File: config.mk
export PLATFORM = sky130hd
export DESIGN_NAME = ffra_ram
export DESIGN_NICKNAME = d
export VERILOG_FILES = /design/src/rtl/ffra_ram.sv
export SDC_FILE = /design/constraint.sdc
export NUM_CORES = 1
export LEC_CHECK = 0
export BUFFER_PORTS_ARGS = -buffer_cell sky130_fd_sc_hd__buf_2
export CAP_MARGIN = 20
export CORE_ASPECT_RATIO = 1.2
export CORE_MARGIN = 3
export CORE_UTILIZATION = 40
export CTS_CLUSTER_DIAMETER = 120
export DETAILED_ROUTE_END_ITERATION = 6
export SETUP_SLACK_MARGIN = 0.05
export SLEW_MARGIN = 10
export SYNTH_ARGS = -nofsm -noshare
export SYNTH_HDL_FRONTEND = slang
export SYNTH_SLANG_ARGS = --single-unit
File: constraint.sdc
create_clock -name clock -period 1.7 [get_ports clock]
set_clock_uncertainty 0.05 [all_clocks]
set_input_delay 0.255 -clock clock [delete_from_list [all_inputs] [get_ports clock]]
set_output_delay 0.255 -clock clock [all_outputs]
set_load 0.005 [all_outputs]
File: src/rtl/ffra_ram.sv
// ----------------------------------------------------------------------------
// ffra_ram
// Generic simple dual-port RAM: one write port, one read port, registered read.
// ----------------------------------------------------------------------------
module ffra_ram #(
   parameter int WIDTH = 8,
   parameter int DEPTH = 16
) (
   input  logic                     clock,
   input  logic                     wr_en,
   input  logic [$clog2(DEPTH)-1:0] wr_addr,
   input  logic [WIDTH-1:0]         wr_data,
   input  logic [$clog2(DEPTH)-1:0] rd_addr,
   output logic [WIDTH-1:0]         rd_data
);

   logic [WIDTH-1:0] mem [DEPTH];
   logic [WIDTH-1:0] rd_data_ff;

   // Write and registered read
   always_ff @(posedge clock) begin
      if (wr_en) begin
         mem[wr_addr] <= wr_data;
      end
      rd_data_ff <= mem[rd_addr];
   end

   assign rd_data = rd_data_ff;

endmodule

==> impl_metrics.env, run 1 <==
export IMPL_path_clk_slew_ns=0.06
export IMPL_dr_pass1_iters=4
export IMPL_hpwl_mm=6.34
export IMPL_antenna_cells=0
export IMPL_drive_gt1_frac=0.327
export IMPL_syn_area_per_cell_um2=22.5
export IMPL_critPathKind="register to register"
export IMPL_ys_types=19
export IMPL_nNetsFinal=308
export IMPL_r2r_cells=3
export IMPL_place_congestion=0.769
export IMPL_syn_area_mm2=0.00515
export IMPL_layout_common_cells="128 x edfxtp_1, 25 x buf_2, 23 x buf_4"
export IMPL_p_leak_nw=2.13
export IMPL_fin_cells=464
export IMPL_p_comb_frac=0.047
export IMPL_report_final_slew_viol_count=0
export IMPL_ir_worst_vdd_mv=0.680
export IMPL_yosys_warnings=0
export IMPL_cp_required_ns=1.93
export IMPL_r2r_setup_slack_ns=0.28
export IMPL_p_sw_mw=1.51
export IMPL_min_from="wr_data[6]"
export IMPL_antenna_found_initial=0
export IMPL_fp_coreArea_mm2=0.0123
export IMPL_detail_route_vias_per_cell=5.28
export IMPL_grt_max_degree=30
export IMPL_die_w_um=110
export IMPL_netlist_instances=229
export IMPL_io_buffers=25
export IMPL_gr_total_overflow=0
export IMPL_crit_path_max_fanout=1
export IMPL_grt_pass1_vias=2486
export IMPL_finalSetupViolCount=0
export IMPL_whs_endpoint="mem[2][6]"
export IMPL_h_tree_depth=4
export IMPL_maxSlewHeadroom=0.509
export IMPL_place_area_mm2=0.00565
export IMPL_cts_max_path_buffers=2
export IMPL_rsz0062_at_grt="false"
export IMPL_cts_resized=0
export IMPL_place_ws_ns=-0.0459
export IMPL_grt_util_all_layers=0.152
export IMPL_clkPwrFrac=0.464
export IMPL_place_inst=432
export IMPL_start_util=0.417
export IMPL_placementRows=44
export IMPL_clkSinkCount=136
export IMPL_synth_seq_cells=136
export IMPL_period_share=0.838
export IMPL_num_vias=2449
export IMPL_cts_buffers=17
export IMPL_syn_nets=247
export IMPL_routed_wl_mm=9.63
export IMPL_ant_nets=0
export IMPL_cts_tree="done"
export IMPL_wl_per_cell_um=20.8
export IMPL_cp_arrival_ns=1.66
export IMPL_clock_latency_ns=0.41
export IMPL_hold_viol=0
export IMPL_dieArea_mm2=0.0143
export IMPL_r2r_start="mem[3][7]"
export IMPL_p_sw_frac=0.196
export IMPL_holdWs_ns=0.180
export IMPL_run_status="finished clean"
export IMPL_cts_hold_buf=0
export IMPL_max_freq_mhz=702
export IMPL_design_area_mm2=0.00623
export IMPL_layout_setup_ws_ns=0.276
export IMPL_ios=26
export IMPL_worstSetupStartpointType="register"
export IMPL_die_y_um=130
export IMPL_max_cap_violations=0
export IMPL_whs_path_depth=1
export IMPL_synth_seq_area_share=0.778
export IMPL_synthToLayoutAreaGrowth_pct=21.0
export IMPL_power_density_mw_per_mm2=1240
export IMPL_drc_errors=0
export IMPL_end_kind="register"
export IMPL_fin_crit_ns=1.42
export IMPL_postCtsSetupBuffers=0
export IMPL_final_common_cell="edfxtp_1"
export IMPL_cts_root_buffer="clkbuf_16"
export IMPL_hold_class="input pin to register"
export IMPL_rr_endpoint="rd_data[7]"
export IMPL_dr_first_iter_drc_count=159
export IMPL_grt_pass1_wl_mm=14.9
export IMPL_worst_slew_pin_slew_ns=0.734
export IMPL_seq_power_share=0.488
export IMPL_internal_power_mw=6.20
synth_stat cells:
| cell type | n | area (µm²) |
|---|---|---|
| and2_1 | 1 | 6.26 |
| mux4_2 | 18 | 405 |
| or3b_2 | 1 | 8.76 |
| and2b_1 | 1 | 7.51 |
| buf_2 | 3 | 15.0 |
| nor2b_1 | 1 | 6.26 |
| nor2_1 | 13 | 48.8 |
| mux4_1 | 14 | 368 |
| nand3_1 | 1 | 5.00 |
| buf_4 | 1 | 7.51 |
| nand2b_1 | 2 | 12.5 |
| a22oi_1 | 16 | 120 |
| clkdlybuf4s25_2 | 3 | 30.0 |
| edfxtp_1 | 128 | 3840 |
| nand3b_1 | 2 | 15.0 |
| nor3_1 | 4 | 20.0 |
| nand2_1 | 9 | 33.8 |
| dfxtp_1 | 8 | 160 |
| buf_6 | 3 | 33.8 |
worst max-delay path by stage:
stage / startpoint / endpoint / slack, ns / cells after the start
after floorplan: wr_addr[2] / mem[3][0] / 0.13 / 2
after global placement: rd_addr[0] / rd_data[5] / -0.03 / 5
after detailed placement: rd_addr[0] / rd_data[5] / -0.05 / 5
after CTS: mem[1][0] / rd_data[0] / 0.27 / 3
after global routing: mem[1][0] / rd_data[0] / 0.19 / 3
final: mem[3][7] / rd_data[7] / 0.28 / 3
power groups by stage:
| stage | combinational, mW | clock [mW] | sequential [mW] |
|---|---|---|---|
| 3_3_place_gp | 0.364 | 0 | 3.83 |
| 4_1_cts | 0.373 | 3.64 | 3.77 |
| 5_1_grt | 0.399 | 3.78 | 3.77 |
| 2_1_floorplan | 0.191 | 0 | 3.84 |
| 6_report | 0.365 | 3.58 | 3.77 |
| 3_5_place_dp | 0.371 | 0 | 3.84 |
registers in the layout, summed over array words and instances (netlist names):
register / cells
rd_data: 8
mem: 128
final cells by class:
type / instances / area, µm²
Fill cell: 1024 / 6100
Sequential cell: 136 / 4000
Multi-Input combinational cell: 83 / 1060
Clock buffer: 18 / 429
Timing Repair Buffer: 52 / 378
Tap cell: 161 / 201
Clock inverter: 14 / 155
cells by family (layout without fill, tap and decap cells):
family                 Yosys count  in the layout  synth area share
AND/OR/NAND/NOR                 35             35            0.0318
buffers and inverters           10             84            0.0168
multiplexers                    32             32             0.150
flip-flops                     136            136             0.778
AO/OA/AOI/OAI                   16             16            0.0233
critical path, stage by stage, from the launching register on:
cell and delay, ns:
edfxtp_1 0.36, mux4_2 0.47, a22oi_1 0.30, nand2_1 0.12
per-stage QoR:
| stage | total power [mW] | util | setup TNS [ns] |
|---|---|---|---|
| floorplan | 4.03 | - | 0 |
| detailed placement | 4.21 | 0.458 | -0.102 |
| finish | 7.71 | 0.505 | 0 |
| global route | 7.95 | 0.505 | 0 |
| global placement | 4.20 | 0.458 | -0.0570 |
| CTS | 7.78 | 0.505 | 0 |
metal layers:
layer  share of wire  vias up  global-route usage
met2            0.51       74               0.244
met3           0.045       16              0.0421
met4           0.017        0              0.0572
met5               0        -                   0
li1                -     1097                   -
met1            0.43     1262               0.199
Note: power is estimated with default switching activity, not from simulation.
==> run 2: changes to the inputs <==
==> constraint.sdc (replaced) <==
create_clock -name clock -period 1.46 [get_ports clock]
set_clock_uncertainty 0.05 [all_clocks]
set_input_delay 0.219 -clock clock [delete_from_list [all_inputs] [get_ports clock]]
set_output_delay 0.219 -clock clock [all_outputs]
set_load 0.005 [all_outputs]
==> impl_metrics.env, run 2 (same netlist as run 1, synthesis figures left out) <==
export IMPL_cts_max_path_buffers=2
export IMPL_hpwl_mm=6.65
export IMPL_internal_power_mw=7.57
export IMPL_placementRows=44
export IMPL_p_leak_nw=2.17
export IMPL_clkSinkCount=136
export IMPL_run_status="finished clean"
export IMPL_cts_tree="done"
export IMPL_end_kind="register"
export IMPL_routed_wl_mm=9.59
export IMPL_fin_crit_ns=1.38
export IMPL_crit_path_max_fanout=1
export IMPL_nNetsFinal=312
export IMPL_report_final_slew_viol_count=0
export IMPL_seq_area_mm2=0.00400
export IMPL_worstSetupStartpointType="register"
export IMPL_max_cap_violations=0
export IMPL_gr_total_overflow=0
export IMPL_num_vias=2436
export IMPL_dr_first_iter_drc_count=107
export IMPL_ios=26
export IMPL_p_sw_frac=0.191
export IMPL_p_comb_frac=0.046
export IMPL_largest_register="mem"
export IMPL_maxSlewHeadroom=0.503
export IMPL_fillers=1010
export IMPL_largest_reg_flops=128
export IMPL_worst_path_largest_cell_delay_ns=0.53
export IMPL_drive_gt1_frac=0.365
export IMPL_hold_class="input pin to register"
export IMPL_dieArea_mm2=0.0143
export IMPL_period_share=0.946
export IMPL_start_util=0.417
export IMPL_antenna_cells=0
export IMPL_fp_coreArea_mm2=0.0123
export IMPL_cts_buffers=17
export IMPL_rsz0062_at_grt="true"
export IMPL_io_buffers=25
export IMPL_p_sw_mw=1.79
export IMPL_wl_per_cell_um=20.5
export IMPL_grt_pass1_wl_mm=15.1
export IMPL_cp_slowest_cell="mux4_1"
export IMPL_antenna_found_initial=0
export IMPL_worst_slew_pin_slew_ns=0.744
export IMPL_die_y_um=130
export IMPL_critPathKind="register to register"
export IMPL_layout_common_cells="128 x edfxtp_1, 28 x buf_4, 25 x buf_2"
export IMPL_final_util=0.513
export IMPL_seq_power_share=0.469
export IMPL_cts_root_buffer="clkbuf_16"
export IMPL_synthToLayoutAreaGrowth_pct=22.8
export IMPL_ant_nets=0
export IMPL_grt_pass1_vias=2617
export IMPL_max_freq_mhz=724
export IMPL_totalPowerFinal_mw=9.35
export IMPL_cts_hold_buf=0
export IMPL_cp_required_ns=1.70
export IMPL_ir_worst_vdd_mv=0.699
export IMPL_place_congestion=0.731
export IMPL_crit_buf_inv=0
export IMPL_dr_pass1_iters=5
export IMPL_postCtsSetupBuffers=0
export IMPL_die_w_um=110
export IMPL_final_common_cell="edfxtp_1"
export IMPL_clkPwrFrac=0.485
export IMPL_crit_family="multiplexers"
export IMPL_finalSetupViolCount=0
export IMPL_power_density_mw_per_mm2=1480
export IMPL_worstPathCellList="mux4_1 -> a22oi_2 -> nand2_1"
export IMPL_path_clk_slew_ns=0.06
export IMPL_grt_util_all_layers=0.151
export IMPL_hold_viol=0
export IMPL_cp_arrival_ns=1.62
export IMPL_multi_input_area_mm2=0.00109
export IMPL_drc_errors=0
export IMPL_h_tree_depth=4
export IMPL_grt_max_degree=21
export IMPL_clock_latency_ns=0.41
export IMPL_detail_route_vias_per_cell=5.21
-- run 2: cell types whose count changed in the layout (fill, tap and decap cells not counted) --
cell,delta
nor3_1,-2
mux4_2,+1
a22oi_2,+4
clkinv_4,+1
a22oi_1,-4
clkinv_1,-1
buf_4,+5
mux4_1,-1
clkinv_2,+1
clkbuf_1,-1
buf_12,-1
nor3_2,+2
inv_6,-2
bufinv_16,+2
-- run 2: metal layers --
metal  up-vias  GRT usage  routed length [µm]
met2        47      0.251                5120
met1      1285      0.187                4100
met3         8     0.0440                 281
met4         0     0.0580                  98
met5         -          0                   0
li1       1096          -                   -
-- run 2: final cells by class --
type,instances,share of cell area
repair buffers,56,0.0625
clock buffers,17,0.0673
flip-flops and latches,136,0.633
well taps,161,0.0319
multi-input cells,83,0.172
clock inverters,15,0.0329
-- run 2: metrics by stage --
step                      hold WS, ns  setup WS [ns]  cell area (µm²)  setup TNS (ns)  cells
after floorplan                 0.268        -0.0751             5170           -2.27    229
after global placement          0.553         -0.248             5670           -3.37    436
after detailed placement        0.559         -0.258             5670           -3.91    436
after CTS                       0.133         0.0553             6310               0    468
after global routing            0.148         0.0156             6320               0    468
final                           0.149         0.0784             6320               0    468
-- run 2: timing repair --
action,4_1_cts,5_1_grt
pin swaps,0,2
setup endpoints to repair,1,4
gates resized for setup,1,4
-- run 2: worst paths after layout --
path	startpoint	endpoint	slack (ns)	depth (start not counted)
max	mem[1][1]	rd_data[1]	0.08	3
min	wr_data[1]	mem[10][1]	0.15	1
max reg2reg	mem[1][1]	rd_data[1]	0.08	3
min reg2reg	mem[14][6]	rd_data[6]	0.63	3
-- run 2: power groups by stage --
stage               registers, mW  clock network [mW]  logic, mW
floorplan                    4.47                   0      0.225
global placement             4.47                   0      0.419
detailed placement           4.48                   0      0.428
CTS                          4.39                4.61      0.431
global route                 4.40                4.80      0.471
finish                       4.39                4.53      0.430
==> run 3: changes to the inputs <==
--- a/config.mk
+++ b/config.mk
@@ -9,9 +9,10 @@
 export CAP_MARGIN = 20
 export CORE_ASPECT_RATIO = 1.2
 export CORE_MARGIN = 3
-export CORE_UTILIZATION = 40
+export CORE_UTILIZATION = 60
 export CTS_CLUSTER_DIAMETER = 120
 export DETAILED_ROUTE_END_ITERATION = 6
+export PLACE_DENSITY = 0.78
 export SETUP_SLACK_MARGIN = 0.05
 export SLEW_MARGIN = 10
 export SYNTH_ARGS = -nofsm -noshare
==> impl_metrics.env, run 3 (same netlist as run 1, synthesis figures left out) <==
export IMPL_run_status="finished clean"
export IMPL_nNetsFinal=313
export IMPL_worstSetupStartpointType="register"
export IMPL_grt_max_degree=25
export IMPL_crit_path_max_fanout=1
export IMPL_worst_path_largest_cell_delay_ns=0.51
export IMPL_fin_cells=422
export IMPL_fin_crit_ns=1.38
export IMPL_worst_slew_pin_slew_ns=0.838
export IMPL_postCtsSetupBuffers=0
export IMPL_cp_required_ns=1.81
export IMPL_cts_root_buffer="clkbuf_8"
export IMPL_cp_slowest_cell="mux4_1"
export IMPL_fp_coreArea_mm2=0.00824
export IMPL_antenna_cells=0
export IMPL_critPathKind="register to register"
export IMPL_ir_worst_vdd_mv=1.10
export IMPL_place_inst=390
export IMPL_path_clk_slew_ns=0.06
export IMPL_finalSetupViolCount=0
export IMPL_ios=26
export IMPL_worstPathCellList="mux4_1 -> a22oi_1 -> nand2_1"
export IMPL_end_kind="register"
export IMPL_io_buffers=25
export IMPL_drive_gt1_frac=0.380
export IMPL_final_common_cell="edfxtp_1"
export IMPL_max_cap_violations=0
export IMPL_ant_nets=0
export IMPL_min_from="wr_data[6]"
export IMPL_critPathLaunch="mem[9][2]"
export IMPL_drc_errors=0
export IMPL_cp_arrival_ns=1.73
export IMPL_grt_util_all_layers=0.220
export IMPL_dr_pass1_iters=4
export IMPL_clock_latency_ns=0.53
export IMPL_fillers=459
export IMPL_max_freq_mhz=727
export IMPL_antenna_found_initial=0
export IMPL_cts_max_path_buffers=2
export IMPL_dr_first_iter_drc_count=262
export IMPL_p_leak_nw=2.15
export IMPL_power_density_mw_per_mm2=1430
export IMPL_start_util=0.624
export IMPL_hold_viol=0
export IMPL_hpwl_mm=6.10
export IMPL_holdWs_ns=0.0301
export IMPL_maxSlewHeadroom=0.440
export IMPL_grt_use_met2=0.347
export IMPL_period_share=0.942
export IMPL_num_vias=2523
export IMPL_r2r_start="mem[9][2]"
export IMPL_die_y_um=107
export IMPL_synthToLayoutAreaGrowth_pct=20.9
export IMPL_clkSinkCount=136
export IMPL_die_w_um=90.6
export IMPL_cts_buffers=17
export IMPL_routed_wl_mm=9.60
export IMPL_grt_use_met3=0.0622
export IMPL_rsz0062_at_grt="false"
export IMPL_cts_hold_buf=0
export IMPL_grt_pass1_vias=2614
export IMPL_grt_pass1_wl_mm=15.0
export IMPL_grt_busiest_layer="met2"
export IMPL_dieArea_mm2=0.00973
export IMPL_largest_register="mem"
export IMPL_largest_reg_flops=128
export IMPL_hold_class="input pin to register"
export IMPL_gr_total_overflow=0
export IMPL_grtUsageMet1=0.283
export IMPL_wl_per_cell_um=22.7
export IMPL_detail_route_vias_per_cell=5.98
export IMPL_place_congestion=0.742
export IMPL_placementRows=36
export IMPL_h_tree_depth=4
export IMPL_report_final_slew_viol_count=0
export IMPL_cts_tree="done"
export IMPL_layout_common_cells="128 x edfxtp_1, 29 x buf_4, 25 x buf_2"
-- run 3: cell types whose count changed in the layout (fill, tap and decap cells not counted), sizes merged --
cell,previous run,this run
clkinv,7,6
clkinvlp,3,0
clkbuf,17,23
buf,56,57
bufinv,5,3
-- run 3: path summary, 6_finish.rpt --
kind / cells after the start / slack (ns) / to
setup / recovery: 3 / 0.08 / rd_data[2]
hold / removal: 1 / 0.03 / mem[1][6]
setup reg to reg: 3 / 0.08 / rd_data[2]
hold reg to reg: 3 / 0.63 / rd_data[5]
-- run 3: critical path: cells and delay by family (launching register included) --
family,cells,cell delay [ns]
AO/OA/AOI/OAI,1,0.22
AND/OR/NAND/NOR,1,0.10
flip-flops,1,0.37
multiplexers,1,0.51
-- run 3: stage by stage --
step           cell area (µm²)  utilization  TNS (ns)  power, mW  setup WS, ns
3_3_place_gp              5620        0.682     -2.23       4.87        -0.180
2_1_floorplan             5170            -     -2.27       4.69       -0.0751
6_report                  6220        0.755         0       8.92        0.0844
4_1_cts                   6200        0.752         0       8.96        0.0487
3_5_place_dp              5620        0.682     -3.78       4.90        -0.190
5_1_grt                   6220        0.755         0       9.16        0.0529
-- run 3: metal layers --
layer / up-vias / part of all wire
met5: - / 0
met4: 0 / 0.028
met3: 26 / 0.069
met2: 113 / 0.51
met1: 1279 / 0.39
li1: 1105 / -
-- run 3: layout make-up --
type | instances | area, µm² | share of cell area
Timing Repair Buffer | 57 | 403 | 0.0648
Clock buffer | 23 | 447 | 0.0718
Clock inverter | 9 | 124 | 0.0199
Sequential cell | 136 | 4000 | 0.644
Tap cell | 114 | 143 | 0.0229
Multi-Input combinational cell | 83 | 1100 | 0.177
-- run 3: what timing repair did --
item / in CTS / in global routing
endpoints found under the setup margin: 2 / 8
pin swaps: 0 / 1
resized for setup: 2 / 9
hold endpoints to repair: 0 / 0
-- run 3: power by group --
group,switching [mW],internal (mW)
Sequential,0.0239,4.37
Clock,1.46,2.63
Combinational,0.237,0.204
Total,1.72,7.20
